==> src/rtl/core/decimal_string_to_fixed_point_defines.svh <==
// Assertion helpers shared by the RTL; they sample on clk and stay quiet in rst.
`ifndef DECIMAL_STRING_TO_FIXED_POINT_DEFINES_SVH
`define DECIMAL_STRING_TO_FIXED_POINT_DEFINES_SVH

// Same-cycle implication.
`define DSTFP_ASSERT_IMP(label, ante, cons, msg) \
  label: assert property (@(posedge clk) disable iff (rst) (ante) |-> (cons)) else $error(msg);

// Next-cycle implication.
`define DSTFP_ASSERT_NEXT(label, ante, cons, msg) \
  label: assert property (@(posedge clk) disable iff (rst) (ante) |=> (cons)) else $error(msg);

`endif

==> src/rtl/core/dstfp_pkg.sv <==
`default_nettype none

package dstfp_pkg;

  localparam int VALUE_WIDTH_DEFAULT = 64;
  localparam int FD_W                = 5;
  localparam int CFG_ADDR_W          = 3;
  localparam int CFG_DATA_W          = 32;

  localparam logic [FD_W-1:0] FRACTION_DIGITS_RESET = 5'd6;
  // largest exponent held in the 64-bit power-of-ten constant table
  localparam logic [FD_W-1:0] MAX_POW_EXP           = 5'd18;

  localparam logic [7:0] CH_TAB     = 8'h09;
  localparam logic [7:0] CH_CR      = 8'h0D;
  localparam logic [7:0] CH_SPACE   = 8'h20;
  localparam logic [7:0] CH_PERCENT = 8'h25;
  localparam logic [7:0] CH_PLUS    = 8'h2B;
  localparam logic [7:0] CH_MINUS   = 8'h2D;
  localparam logic [7:0] CH_POINT   = 8'h2E;
  localparam logic [7:0] CH_ZERO    = 8'h30;
  localparam logic [7:0] CH_NINE    = 8'h39;

  typedef enum logic [2:0] {
    ST_OK          = 3'd0,
    ST_EMPTY       = 3'd1,
    ST_NO_DIGITS   = 3'd2,
    ST_MANY_POINTS = 3'd3,
    ST_INVALID     = 3'd4,
    ST_MANY_PLACES = 3'd5,
    ST_RANGE       = 3'd6,
    ST_NO_PERCENT  = 3'd7
  } status_t;

  typedef enum logic [1:0] {
    PH_LEAD  = 2'd0,
    PH_BODY  = 2'd1,
    PH_TRAIL = 2'd2
  } phase_t;

  typedef enum logic {
    REG_FRACTION_DIGITS = 1'b0,
    REG_PERCENT_MODE    = 1'b1
  } cfg_reg_t;

  // Powers of ten up to 10^18; larger exponents are handled as overflow by the caller.
  function automatic logic [63:0] pow10(input logic [FD_W-1:0] e);
    logic [63:0] p;
    case (e)
      5'd0:    p = 64'd1;
      5'd1:    p = 64'd10;
      5'd2:    p = 64'd100;
      5'd3:    p = 64'd1000;
      5'd4:    p = 64'd10000;
      5'd5:    p = 64'd100000;
      5'd6:    p = 64'd1000000;
      5'd7:    p = 64'd10000000;
      5'd8:    p = 64'd100000000;
      5'd9:    p = 64'd1000000000;
      5'd10:   p = 64'd10000000000;
      5'd11:   p = 64'd100000000000;
      5'd12:   p = 64'd1000000000000;
      5'd13:   p = 64'd10000000000000;
      5'd14:   p = 64'd100000000000000;
      5'd15:   p = 64'd1000000000000000;
      5'd16:   p = 64'd10000000000000000;
      5'd17:   p = 64'd100000000000000000;
      5'd18:   p = 64'd1000000000000000000;
      default: p = 64'd0;
    endcase
    return p;
  endfunction

endpackage

`default_nettype wire

==> src/rtl/core/dstfp_char_if.sv <==
`default_nettype none

interface dstfp_char_if;
  logic       valid;
  logic       ready;
  logic       has_char;
  logic [7:0] ch;
  logic       last;

  modport source (output valid, output has_char, output ch, output last, input ready);
  modport sink   (input valid, input has_char, input ch, input last, output ready);
endinterface

`default_nettype wire

==> src/rtl/core/dstfp_result_if.sv <==
`default_nettype none

interface dstfp_result_if #(
  parameter int VALUE_WIDTH = dstfp_pkg::VALUE_WIDTH_DEFAULT
);
  import dstfp_pkg::*;

  logic                          valid;
  logic                          ready;
  logic signed [VALUE_WIDTH-1:0] value;
  status_t                       status;

  modport source (output valid, output value, output status, input ready);
  modport sink   (input valid, input value, input status, output ready);
endinterface

`default_nettype wire

==> src/rtl/core/decimal_string_to_fixed_point.sv <==
// Streaming ASCII decimal parser: one character per clock in, one signed fixed-point
// result (value scaled by ten to fraction_digits, plus status) per string out. A string
// ends on the item with last set; its result enters a two-entry output buffer when
// that item leaves the input register, so a new character is taken every cycle while a
// finished result waits; only a string end that finds both entries full holds the input.
// The sustained rate of one character per cycle is set by the parse stage, which folds
// each digit into the magnitude (times ten plus digit) and into the padded scaled value
// (times ten plus digit times a power of ten; after the point only the digit term is added).
// Configure fraction_digits (reg 0, reset 6) and percent_mode (reg 1) only while idle.
`default_nettype none
`include "decimal_string_to_fixed_point_defines.svh"

module decimal_string_to_fixed_point #(
  parameter int VALUE_WIDTH = dstfp_pkg::VALUE_WIDTH_DEFAULT
) (
  input  wire logic                              clk,
  input  wire logic                              rst,
  dstfp_char_if.sink                             char_stream,
  dstfp_result_if.source                         result,
  input  wire logic                              psel,
  input  wire logic                              penable,
  input  wire logic                              pwrite,
  input  wire logic [dstfp_pkg::CFG_ADDR_W-1:0]  paddr,
  input  wire logic [dstfp_pkg::CFG_DATA_W-1:0]  pwdata,
  output logic      [dstfp_pkg::CFG_DATA_W-1:0]  prdata,
  output logic                                   pready
);
  import dstfp_pkg::*;

  localparam int W  = VALUE_WIDTH;
  localparam int MW = VALUE_WIDTH + 4;
  localparam int AW = ((VALUE_WIDTH + 4 > 64) ? VALUE_WIDTH + 4 : 64) + 1;

  // ---------------- configuration ----------------
  logic [FD_W-1:0] fraction_digits;
  logic            percent_mode;
  logic            cfg_we;

  assign pready = 1'b1;
  assign cfg_we = psel && penable && pwrite;

  always_ff @(posedge clk) begin
    if (rst) begin
      fraction_digits <= FRACTION_DIGITS_RESET;
      percent_mode    <= 1'b0;
    end else if (cfg_we) begin
      case (cfg_reg_t'(paddr[2]))
        REG_FRACTION_DIGITS: fraction_digits <= pwdata[FD_W-1:0];
        REG_PERCENT_MODE:    percent_mode    <= pwdata[0];
        default: ;
      endcase
    end
  end

  always_comb begin
    case (cfg_reg_t'(paddr[2]))
      REG_FRACTION_DIGITS: prdata = CFG_DATA_W'(fraction_digits);
      REG_PERCENT_MODE:    prdata = CFG_DATA_W'(percent_mode);
      default:             prdata = '0;
    endcase
  end

  // ---------------- input register ----------------
  logic       s1_valid;
  logic       s1_has;
  logic [7:0] s1_ch;
  logic       s1_last;
  logic       s1_adv;
  logic [1:0] cnt;
  logic       push;
  logic       pop;

  assign s1_adv            = s1_valid && (!s1_last || cnt != 2'd2);
  assign char_stream.ready = !s1_valid || s1_adv;
  assign push              = s1_adv && s1_last;

  always_ff @(posedge clk) begin
    if (rst) begin
      s1_valid <= 1'b0;
    end else if (char_stream.ready) begin
      s1_valid <= char_stream.valid;
    end
  end

  always_ff @(posedge clk) begin
    if (char_stream.ready && char_stream.valid) begin
      s1_has  <= char_stream.has_char;
      s1_ch   <= char_stream.ch;
      s1_last <= char_stream.last;
    end
  end

  // ---------------- parse state ----------------
  logic [W-1:0]    mag, mag_next;
  logic [W-1:0]    scaled, scaled_next;
  logic            pad_ovf, pad_ovf_next;
  logic            neg, neg_next;
  logic            seen_point, seen_point_next;
  logic            seen_digit, seen_digit_next;
  logic [FD_W-1:0] places, places_next;
  phase_t          phase, phase_next;
  logic            pct_pend, pct_pend_next;
  status_t         first_err, first_err_next;

  logic [3:0]      digit;
  logic [W-1:0]    lim;
  logic [MW-1:0]   mag_x, mag_sum;
  logic [FD_W-1:0] exp_sel;
  logic [63:0]     pow, term;
  logic            big_term;
  logic [AW-1:0]   sc_x, sc_base, sc_sum;
  logic            is_space, is_digit, is_pct;

  assign digit = s1_ch[3:0];
  assign lim   = {1'b0, {(W-1){1'b1}}} + W'(neg);

  // magnitude times ten plus digit
  assign mag_x   = MW'(mag);
  assign mag_sum = (mag_x << 3) + (mag_x << 1) + MW'(digit);

  // scaled value: integer digit shifts by ten, fraction digit adds at its own place
  assign exp_sel  = seen_point ? (fraction_digits - places - 5'd1) : fraction_digits;
  assign pow      = pow10(exp_sel);
  assign term     = (digit[0] ? pow : 64'd0) + (digit[1] ? (pow << 1) : 64'd0)
                  + (digit[2] ? (pow << 2) : 64'd0) + (digit[3] ? (pow << 3) : 64'd0);
  assign big_term = (exp_sel > MAX_POW_EXP) && (digit != 4'd0);
  assign sc_x     = AW'(scaled);
  assign sc_base  = seen_point ? sc_x : ((sc_x << 3) + (sc_x << 1));
  assign sc_sum   = sc_base + AW'(term);

  always_comb begin
    is_space = s1_ch inside {CH_SPACE, [CH_TAB:CH_CR]};
    is_digit = s1_ch inside {[CH_ZERO:CH_NINE]};
    is_pct   = percent_mode && (s1_ch == CH_PERCENT);

    mag_next        = mag;
    scaled_next     = scaled;
    pad_ovf_next    = pad_ovf;
    neg_next        = neg;
    seen_point_next = seen_point;
    seen_digit_next = seen_digit;
    places_next     = places;
    phase_next      = phase;
    pct_pend_next   = pct_pend;
    first_err_next  = first_err;

    if (s1_has) begin
      if (is_space) begin
        if (first_err == ST_OK && !pct_pend && phase == PH_BODY) begin
          phase_next = PH_TRAIL;
        end
      end else if (first_err != ST_OK) begin
        pct_pend_next = is_pct;
      end else if (pct_pend) begin
        // percent sign that is not the last non-space character
        first_err_next = ST_INVALID;
        pct_pend_next  = is_pct;
      end else if (is_pct) begin
        pct_pend_next = 1'b1;
      end else if (phase == PH_TRAIL) begin
        first_err_next = ST_INVALID;
      end else if (phase == PH_LEAD && (s1_ch == CH_PLUS || s1_ch == CH_MINUS)) begin
        phase_next = PH_BODY;
        neg_next   = (s1_ch == CH_MINUS);
      end else begin
        phase_next = PH_BODY;
        if (s1_ch == CH_POINT) begin
          if (seen_point) first_err_next = ST_MANY_POINTS;
          else            seen_point_next = 1'b1;
        end else if (!is_digit) begin
          first_err_next = ST_INVALID;
        end else begin
          seen_digit_next = 1'b1;
          if (seen_point && places >= fraction_digits) begin
            first_err_next = ST_MANY_PLACES;
          end else begin
            if (seen_point) places_next = places + 5'd1;
            if (mag_sum > MW'(lim)) begin
              first_err_next = ST_RANGE;
            end else begin
              mag_next = mag_sum[W-1:0];
              if (!pad_ovf) begin
                // sticky: padding to fraction_digits would not fit
                if (big_term || sc_sum > AW'(lim)) pad_ovf_next = 1'b1;
                else                               scaled_next  = sc_sum[W-1:0];
              end
            end
          end
        end
      end
    end
  end

  always_ff @(posedge clk) begin
    if (rst || push) begin
      mag        <= '0;
      scaled     <= '0;
      pad_ovf    <= 1'b0;
      neg        <= 1'b0;
      seen_point <= 1'b0;
      seen_digit <= 1'b0;
      places     <= '0;
      phase      <= PH_LEAD;
      pct_pend   <= 1'b0;
      first_err  <= ST_OK;
    end else if (s1_adv) begin
      mag        <= mag_next;
      scaled     <= scaled_next;
      pad_ovf    <= pad_ovf_next;
      neg        <= neg_next;
      seen_point <= seen_point_next;
      seen_digit <= seen_digit_next;
      places     <= places_next;
      phase      <= phase_next;
      pct_pend   <= pct_pend_next;
      first_err  <= first_err_next;
    end
  end

  // ---------------- finish ----------------
  status_t      fin_status;
  logic [W-1:0] fin_value;

  always_comb begin
    fin_value = '0;
    if (percent_mode && !pct_pend_next) begin
      fin_status = ST_NO_PERCENT;
    end else if (first_err_next != ST_OK) begin
      fin_status = first_err_next;
    end else if (phase_next == PH_LEAD) begin
      fin_status = ST_EMPTY;
    end else if (!seen_digit_next) begin
      fin_status = ST_NO_DIGITS;
    end else if (pad_ovf_next) begin
      fin_status = ST_RANGE;
    end else begin
      fin_status = ST_OK;
      fin_value  = neg_next ? (W'(0) - scaled_next) : scaled_next;
    end
  end

  // ---------------- two-entry result buffer ----------------
  logic [W-1:0] head_value, tail_value;
  status_t      head_status, tail_status;

  assign pop           = (cnt != 2'd0) && result.ready;
  assign result.valid  = (cnt != 2'd0);
  assign result.value  = head_value;
  assign result.status = head_status;

  always_ff @(posedge clk) begin
    if (rst) begin
      cnt <= 2'd0;
    end else begin
      cnt <= cnt + 2'(push) - 2'(pop);
    end
  end

  always_ff @(posedge clk) begin
    if (pop && cnt == 2'd2) begin
      head_value  <= tail_value;
      head_status <= tail_status;
    end else if (push && (cnt == 2'd0 || (cnt == 2'd1 && pop))) begin
      head_value  <= fin_value;
      head_status <= fin_status;
    end
    if (push && ((cnt == 2'd1 && !pop) || (cnt == 2'd2 && pop))) begin
      tail_value  <= fin_value;
      tail_status <= fin_status;
    end
  end

  // ---------------- assertions ----------------
  `DSTFP_ASSERT_IMP(a_err_value_zero, result.valid && result.status != ST_OK, result.value == '0, "error result carries a nonzero value")
  `DSTFP_ASSERT_IMP(a_cnt_bound, 1'b1, cnt != 2'd3, "result buffer count out of range")
  `DSTFP_ASSERT_NEXT(a_push_visible, push, cnt != 2'd0, "finished result not held in buffer")
  `DSTFP_ASSERT_NEXT(a_clear_after_last, push, phase == PH_LEAD && first_err == ST_OK && !pct_pend, "parse state not cleared after string end")

endmodule

`default_nettype wire
==> src/flat_wrapper.sv <==
// flat-port wrapper written by rule: the top's interface ports become plain ports
module decimal_string_to_fixed_point_flat import dstfp_pkg::*;
#(
  parameter int VALUE_WIDTH = dstfp_pkg::VALUE_WIDTH_DEFAULT
)
  (clk, rst, psel, penable, pwrite, paddr, pwdata, prdata, pready, char_stream_valid, char_stream_has_char, char_stream_ch, char_stream_last, char_stream_ready, result_valid, result_value, result_status, result_ready);
  dstfp_char_if char_stream_i ();
  dstfp_result_if #(.VALUE_WIDTH(VALUE_WIDTH)) result_i ();
  input  wire logic clk;
  input  wire logic rst;
  input  wire logic psel;
  input  wire logic penable;
  input  wire logic pwrite;
  input  wire logic [dstfp_pkg::CFG_ADDR_W-1:0] paddr;
  input  wire logic [dstfp_pkg::CFG_DATA_W-1:0] pwdata;
  output logic      [dstfp_pkg::CFG_DATA_W-1:0] prdata;
  output logic pready;
  input wire logic [$bits(char_stream_i.valid)-1:0] char_stream_valid;
  input wire logic [$bits(char_stream_i.has_char)-1:0] char_stream_has_char;
  input wire logic [$bits(char_stream_i.ch)-1:0] char_stream_ch;
  input wire logic [$bits(char_stream_i.last)-1:0] char_stream_last;
  output wire logic [$bits(char_stream_i.ready)-1:0] char_stream_ready;
  output wire logic [$bits(result_i.valid)-1:0] result_valid;
  output wire logic [$bits(result_i.value)-1:0] result_value;
  output wire logic [$bits(result_i.status)-1:0] result_status;
  input wire logic [$bits(result_i.ready)-1:0] result_ready;
  assign char_stream_i.valid = char_stream_valid;
  assign char_stream_i.has_char = char_stream_has_char;
  assign char_stream_i.ch = char_stream_ch;
  assign char_stream_i.last = char_stream_last;
  assign char_stream_ready = char_stream_i.ready;
  assign result_valid = result_i.valid;
  assign result_value = result_i.value;
  assign result_status = result_i.status;
  assign result_i.ready = result_ready;
  decimal_string_to_fixed_point #(.VALUE_WIDTH(VALUE_WIDTH)) u_core (.clk(clk), .rst(rst), .char_stream(char_stream_i), .result(result_i), .psel(psel), .penable(penable), .pwrite(pwrite), .paddr(paddr), .pwdata(pwdata), .prdata(prdata), .pready(pready));
endmodule
==> config.mk <==
export PLATFORM = sky130hd
export DESIGN_NAME = decimal_string_to_fixed_point_flat
export DESIGN_NICKNAME = d
export VERILOG_FILES = /design/src/rtl/core/dstfp_pkg.sv /design/src/rtl/core/dstfp_char_if.sv /design/src/rtl/core/dstfp_result_if.sv /design/src/rtl/core/decimal_string_to_fixed_point.sv /design/src/flat_wrapper.sv
export VERILOG_INCLUDE_DIRS = /design/src /design/src/rtl/core
export SDC_FILE = /design/constraint.sdc
export NUM_CORES = 2
export LEC_CHECK = 0
export BUFFER_PORTS_ARGS = -buffer_cell sky130_fd_sc_hd__buf_4
export CAP_MARGIN = 10
export CORE_ASPECT_RATIO = 1.4
export CORE_MARGIN = 2
export CORE_UTILIZATION = 50
export DETAILED_ROUTE_END_ITERATION = 10
export PLACE_DENSITY = 0.67
export RECOVER_POWER = 25
export SLEW_MARGIN = 15
export SYNTH_ARGS = -nofsm -noshare
export SYNTH_HDL_FRONTEND = slang
export SYNTH_SLANG_ARGS = --single-unit
export TNS_END_PERCENT = 50
==> constraint.sdc <==
create_clock -name clk -period 20.6 [get_ports clk]
set_clock_uncertainty 0.1 [all_clocks]
set_input_delay 0 -clock clk [delete_from_list [all_inputs] [get_ports clk]]
set_output_delay 0 -clock clk [all_outputs]
set_load 0.05 [all_outputs]
==> Implementation_results.wiki <==
{| class="wikitable"
! Metric !! Value
|-
| Synthesis-to-layout area growth || 6.21%
|-
| Core Box Area || between 0.07 and 0.08 mm^2
|-
| Worst rel slew slack || -109%
|-
| Most frequent cell on the critical path || sky130_fd_sc_hd__a21oi_1
|-
| FFs w/ async S/R, synth || 0%
|-
| Final Slew Violations || 58
|-
| Achievable Freq || slightly below 0.06 GHz
|-
| Max H-tree Level || 2
|-
| Remaining global-route overflow || 0
|-
| Fraction of layout instances using a drive strength above 1 || under 10%
|-
| Category of the most critical setup path || reg -> reg
|-
| Gr usage total || about 28%
|-
| Fraction of the yosys area taken by sequential cells || ~19%
|-
| Post-DP HPWL || between 80,000 and 90,000 um
|-
| IO Port Bufs || 96
|-
| Synth Instances || a little under 5,000
|-
| Clock Sinks || approximately 300
|-
| Final worst-path cycle share || between 80 and 90%
|-
| Detailed-route wire length || 111,000 um
|-
| Post-detailed-route via-to-cell ratio || 6.04
|-
| Number of rows in the core area || ~120
|-
| First-pass GRT wire length || roughly 180,000 um
|-
| Power density of the placed cells || between 50 and 60 mW/mm^2
|-
| Worst slew pin tran || 3.13 ns
|-
| Setup crit end kind || flip-flop
|-
| Count of unresolved DRC violations after routing || 0
|-
| Post-CTS setup repair buffer count || 0
|-
| CP max stage delay || roughly 0.72 ns
|-
| Clock transition time at the flip-flop clock pins of the worst setup and hold paths || about 0.070 ns
|-
| Via count of the first global-routing pass || approximately 34,000
|-
| DR vias || 35,257
|-
| Iteration count of the initial detailed-routing pass || 6
|-
| Data required time of the worst path || around 21 ns
|-
| Area of the die || between 0.07 and 0.08 mm^2
|-
| Post-synthesis average cell area || around 7.8 um^2
|-
| Largest fanout on the critical path || 25
|-
| Number of hold buffers added after CTS || 28
|-
| Effective utilization at floorplan || 50.6%
|-
| Synth Flop Type || sky130_fd_sc_hd__dfxtp_1
|-
| RePlAce Congestion || between 0.9 and 1
|-
| Number of distinct library cells after synthesis || between 100 and 150
|-
| Antenna Diode Count || 0
|-
| Worst-path cell with the longest stage delay || sky130_fd_sc_hd__nor4_1
|-
| Reported max-cap violation count || 1
|-
| Area taken by multi-input logic gates || 0.0288 mm^2
|-
| Largest net degree at the start of global routing || 110
|-
| Result of the run || finished, violations left
|-
| Clock network latency to the later pin of the worst-skew pair || approximately 0.6 ns
|-
| Number of flops mapped to enable cells by yosys || between 100 and 150
|-
| Register area || approximately 0.0074 mm^2
|-
| Synthesis-stage register bit count || between 200 and 300
|-
| Final hold vios || 0
|-
| Count of routing violations after the opening detailed-route iteration || around 2,300
|-
| Number of filler cells placed in the layout || roughly 7,300
|-
| Minimum clock period || between 15 and 20 ns
|-
| Unrepaired setup endpoints after global routing || false
|-
| Maximum buffer depth of the clock tree || 3
|-
| Final routed wire length divided by cell count || 19.1 um
|-
| Cells resized by post-CTS repair || 0
|-
| Netlist area before placement || around 0.038 mm^2
|-
| Horizontal die dimension || 237 um
|-
| Placed Area || between 0.03 and 0.04 mm^2
|-
| Yosys warns || 0
|-
| TritonCTS Buffers || 34
|-
| Data arrival, critical path || 17.33 ns
|-
| Min Hold Slack || approximately 0.047 ns
|-
| Cell chosen for the clock root || sky130_fd_sc_hd__clkbuf_16
|-
| Post-detailed-route count of antenna-violating nets || 0
|-
| Crit start category || flip-flop
|-
| Worst hold-check path type || in -> reg
|-
| I/O Pins || 154
|-
| Chip height || 331 um
|-
| Sum of negative setup slack || 0 ns
|-
| Final standard cell area without fillers || between 0.04 and 0.05 mm^2
|-
| Violated checks || capacitance limit, slew limit
|-
| Clock tree from TritonCTS || yes
|-
| Leakage power || 18.4 nW
|-
| Antenna violations before repair || 0
|-
| Number of failing setup endpoints in the final timing report || 0
|-
| Peak VDD IR || 0.0590 mV
|-
| Post-layout nets || 5,485
|}
## state kept, by name, summed over array words and instances, names as in the netlist, 2 cells and up
register	flops
u_core.first_err	3
u_core.s1_ch	8
u_core.scaled	64
u_core.result.status	3
u_core.tail_status	3
u_core.tail_value	64
u_core.result.value	64
u_core.mag	64
u_core.cnt	2
u_core.phase	2
u_core.places	5
u_core.fraction_digits	5
## worst paths after layout
kind	from	end	slack (ns)	cells past startpoint
min reg2reg	u_core.mag[16]	u_core.mag[16]	0.38	2
min	char_stream_ch[3]	u_core.s1_ch[3]	0.05	2
max reg2reg	u_core.places[0]	u_core.result.value[62]	3.48	65
max	u_core.places[0]	u_core.result.value[62]	3.48	65
## metrics by stage
step / power (mW) / setup WS [ns] / std cells / util [%]
6_report: 2.20 / 3.48 / 5841 / 53.7
5_1_grt: 2.32 / 2.05 / 5841 / 53.7
4_1_cts: 2.23 / 3.75 / 5841 / 54.1
3_5_place_dp: 1.60 / 3.87 / 5751 / 52.2
3_3_place_gp: 1.59 / 3.87 / 5751 / 52.2
2_1_floorplan: 1.36 / 6.77 / 4900 / -
## logic make-up after synthesis
group | after synthesis | share of synthesized area, %
DFF | 296 | 19.3
AOI/OAI and AO/OA | 1377 | 22.9
xor gates and xnor gates | 288 | 6.62
adders and majority gates | 586 | 21.4
other | 2 | 0.0197
buffers and inverters | 517 | 5.60
muxes | 111 | 2.99
and+or+nand+nor | 1697 | 21.2
## per-layer routing
layer / up-vias / routed length (um) / GRT usage (%)
met4: 0 / 5450 / 13.2
met5: - / 0 / 0
li1: 17445 / - / -
met2: 966 / 54300 / 50.2
met3: 259 / 4670 / 2.13
met1: 16587 / 47000 / 34.3
## report_power, final
group	internal, mW	switching, mW
Sequential	0.667	0.0280
Combinational	0.266	0.609
Clock	0.351	0.278
## final cells by class
class	count	share of cell area, %
clock buffer	41	2.19
clock inverter	21	0.547
inverter	267	2.48
multi-input combinational	4087	71.1
sequential	296	18.2
tap	968	2.99
timing repair buffer	161	2.45
## layout by cell type, fill, tap and decap left out, types with 73 or more instances in the layout
cell	synthesis	routed
sky130_fd_sc_hd__nor2_1	412	411
sky130_fd_sc_hd__a21oi_1	459	459
sky130_fd_sc_hd__nand3_1	86	86
sky130_fd_sc_hd__and2_1	77	75
sky130_fd_sc_hd__mux2i_1	88	86
sky130_fd_sc_hd__fa_1	108	108
sky130_fd_sc_hd__dfxtp_1	152	150
sky130_fd_sc_hd__clkbuf_1	179	83
sky130_fd_sc_hd__xnor2_1	173	173
sky130_fd_sc_hd__ha_1	478	478
sky130_fd_sc_hd__inv_1	264	264
sky130_fd_sc_hd__o21ai_0	252	252
sky130_fd_sc_hd__a21o_1	168	168
sky130_fd_sc_hd__nor3_1	106	105
sky130_fd_sc_hd__xor2_1	115	115
sky130_fd_sc_hd__nand4_1	73	73
sky130_fd_sc_hd__edfxtp_1	144	144
sky130_fd_sc_hd__nand2_1	605	605
## worst max-delay path: cells and delay by family (launching register included)
family / cells / cell delay, ns
flops: 1 / 0.35
xor+xnor: 4 / 1.01
fa+ha+maj: 8 / 3.12
mux: 1 / 0.43
simple gates: 23 / 6.03
compound gates: 22 / 4.73
buf+inv: 7 / 1.07
## cells in the mapped netlist (11+ instances only)
cell type,count,area [um^2]
sky130_fd_sc_hd__nor2_1,412,1550
sky130_fd_sc_hd__nand4_1,73,457
sky130_fd_sc_hd__or2_2,24,150
sky130_fd_sc_hd__buf_2,15,75.1
sky130_fd_sc_hd__o31ai_1,50,375
sky130_fd_sc_hd__o21a_1,47,353
sky130_fd_sc_hd__mux2i_1,88,881
sky130_fd_sc_hd__o21bai_1,45,338
sky130_fd_sc_hd__a21o_1,168,1260
sky130_fd_sc_hd__nand2b_1,54,338
sky130_fd_sc_hd__nor4_1,54,338
sky130_fd_sc_hd__ha_1,478,5980
sky130_fd_sc_hd__mux2_2,23,259
sky130_fd_sc_hd__xor2_1,115,1010
sky130_fd_sc_hd__clkbuf_1,179,672
sky130_fd_sc_hd__and2_1,77,482
sky130_fd_sc_hd__inv_1,264,991
sky130_fd_sc_hd__or4_1,17,128
sky130_fd_sc_hd__or3_1,52,325
sky130_fd_sc_hd__o211ai_1,29,218
sky130_fd_sc_hd__o21ai_1,54,270
sky130_fd_sc_hd__o21ai_0,252,1260
sky130_fd_sc_hd__a21boi_0,15,113
sky130_fd_sc_hd__and3_1,42,263
sky130_fd_sc_hd__a21oi_1,459,2300
sky130_fd_sc_hd__buf_4,40,300
sky130_fd_sc_hd__a31oi_1,40,250
sky130_fd_sc_hd__a211o_1,11,96.3
sky130_fd_sc_hd__dfxtp_1,152,3040
sky130_fd_sc_hd__edfxtp_1,144,4320
sky130_fd_sc_hd__nand3_1,86,430
sky130_fd_sc_hd__fa_1,108,2160
sky130_fd_sc_hd__nor2b_1,29,181
sky130_fd_sc_hd__xnor2_1,173,1520
sky130_fd_sc_hd__nor3_1,106,531
sky130_fd_sc_hd__and4_1,16,140
sky130_fd_sc_hd__a31o_2,11,96.3
sky130_fd_sc_hd__a211oi_1,61,458
sky130_fd_sc_hd__buf_1,13,48.8
sky130_fd_sc_hd__nand2_1,605,2270
(Power assumes the default switching activity.)
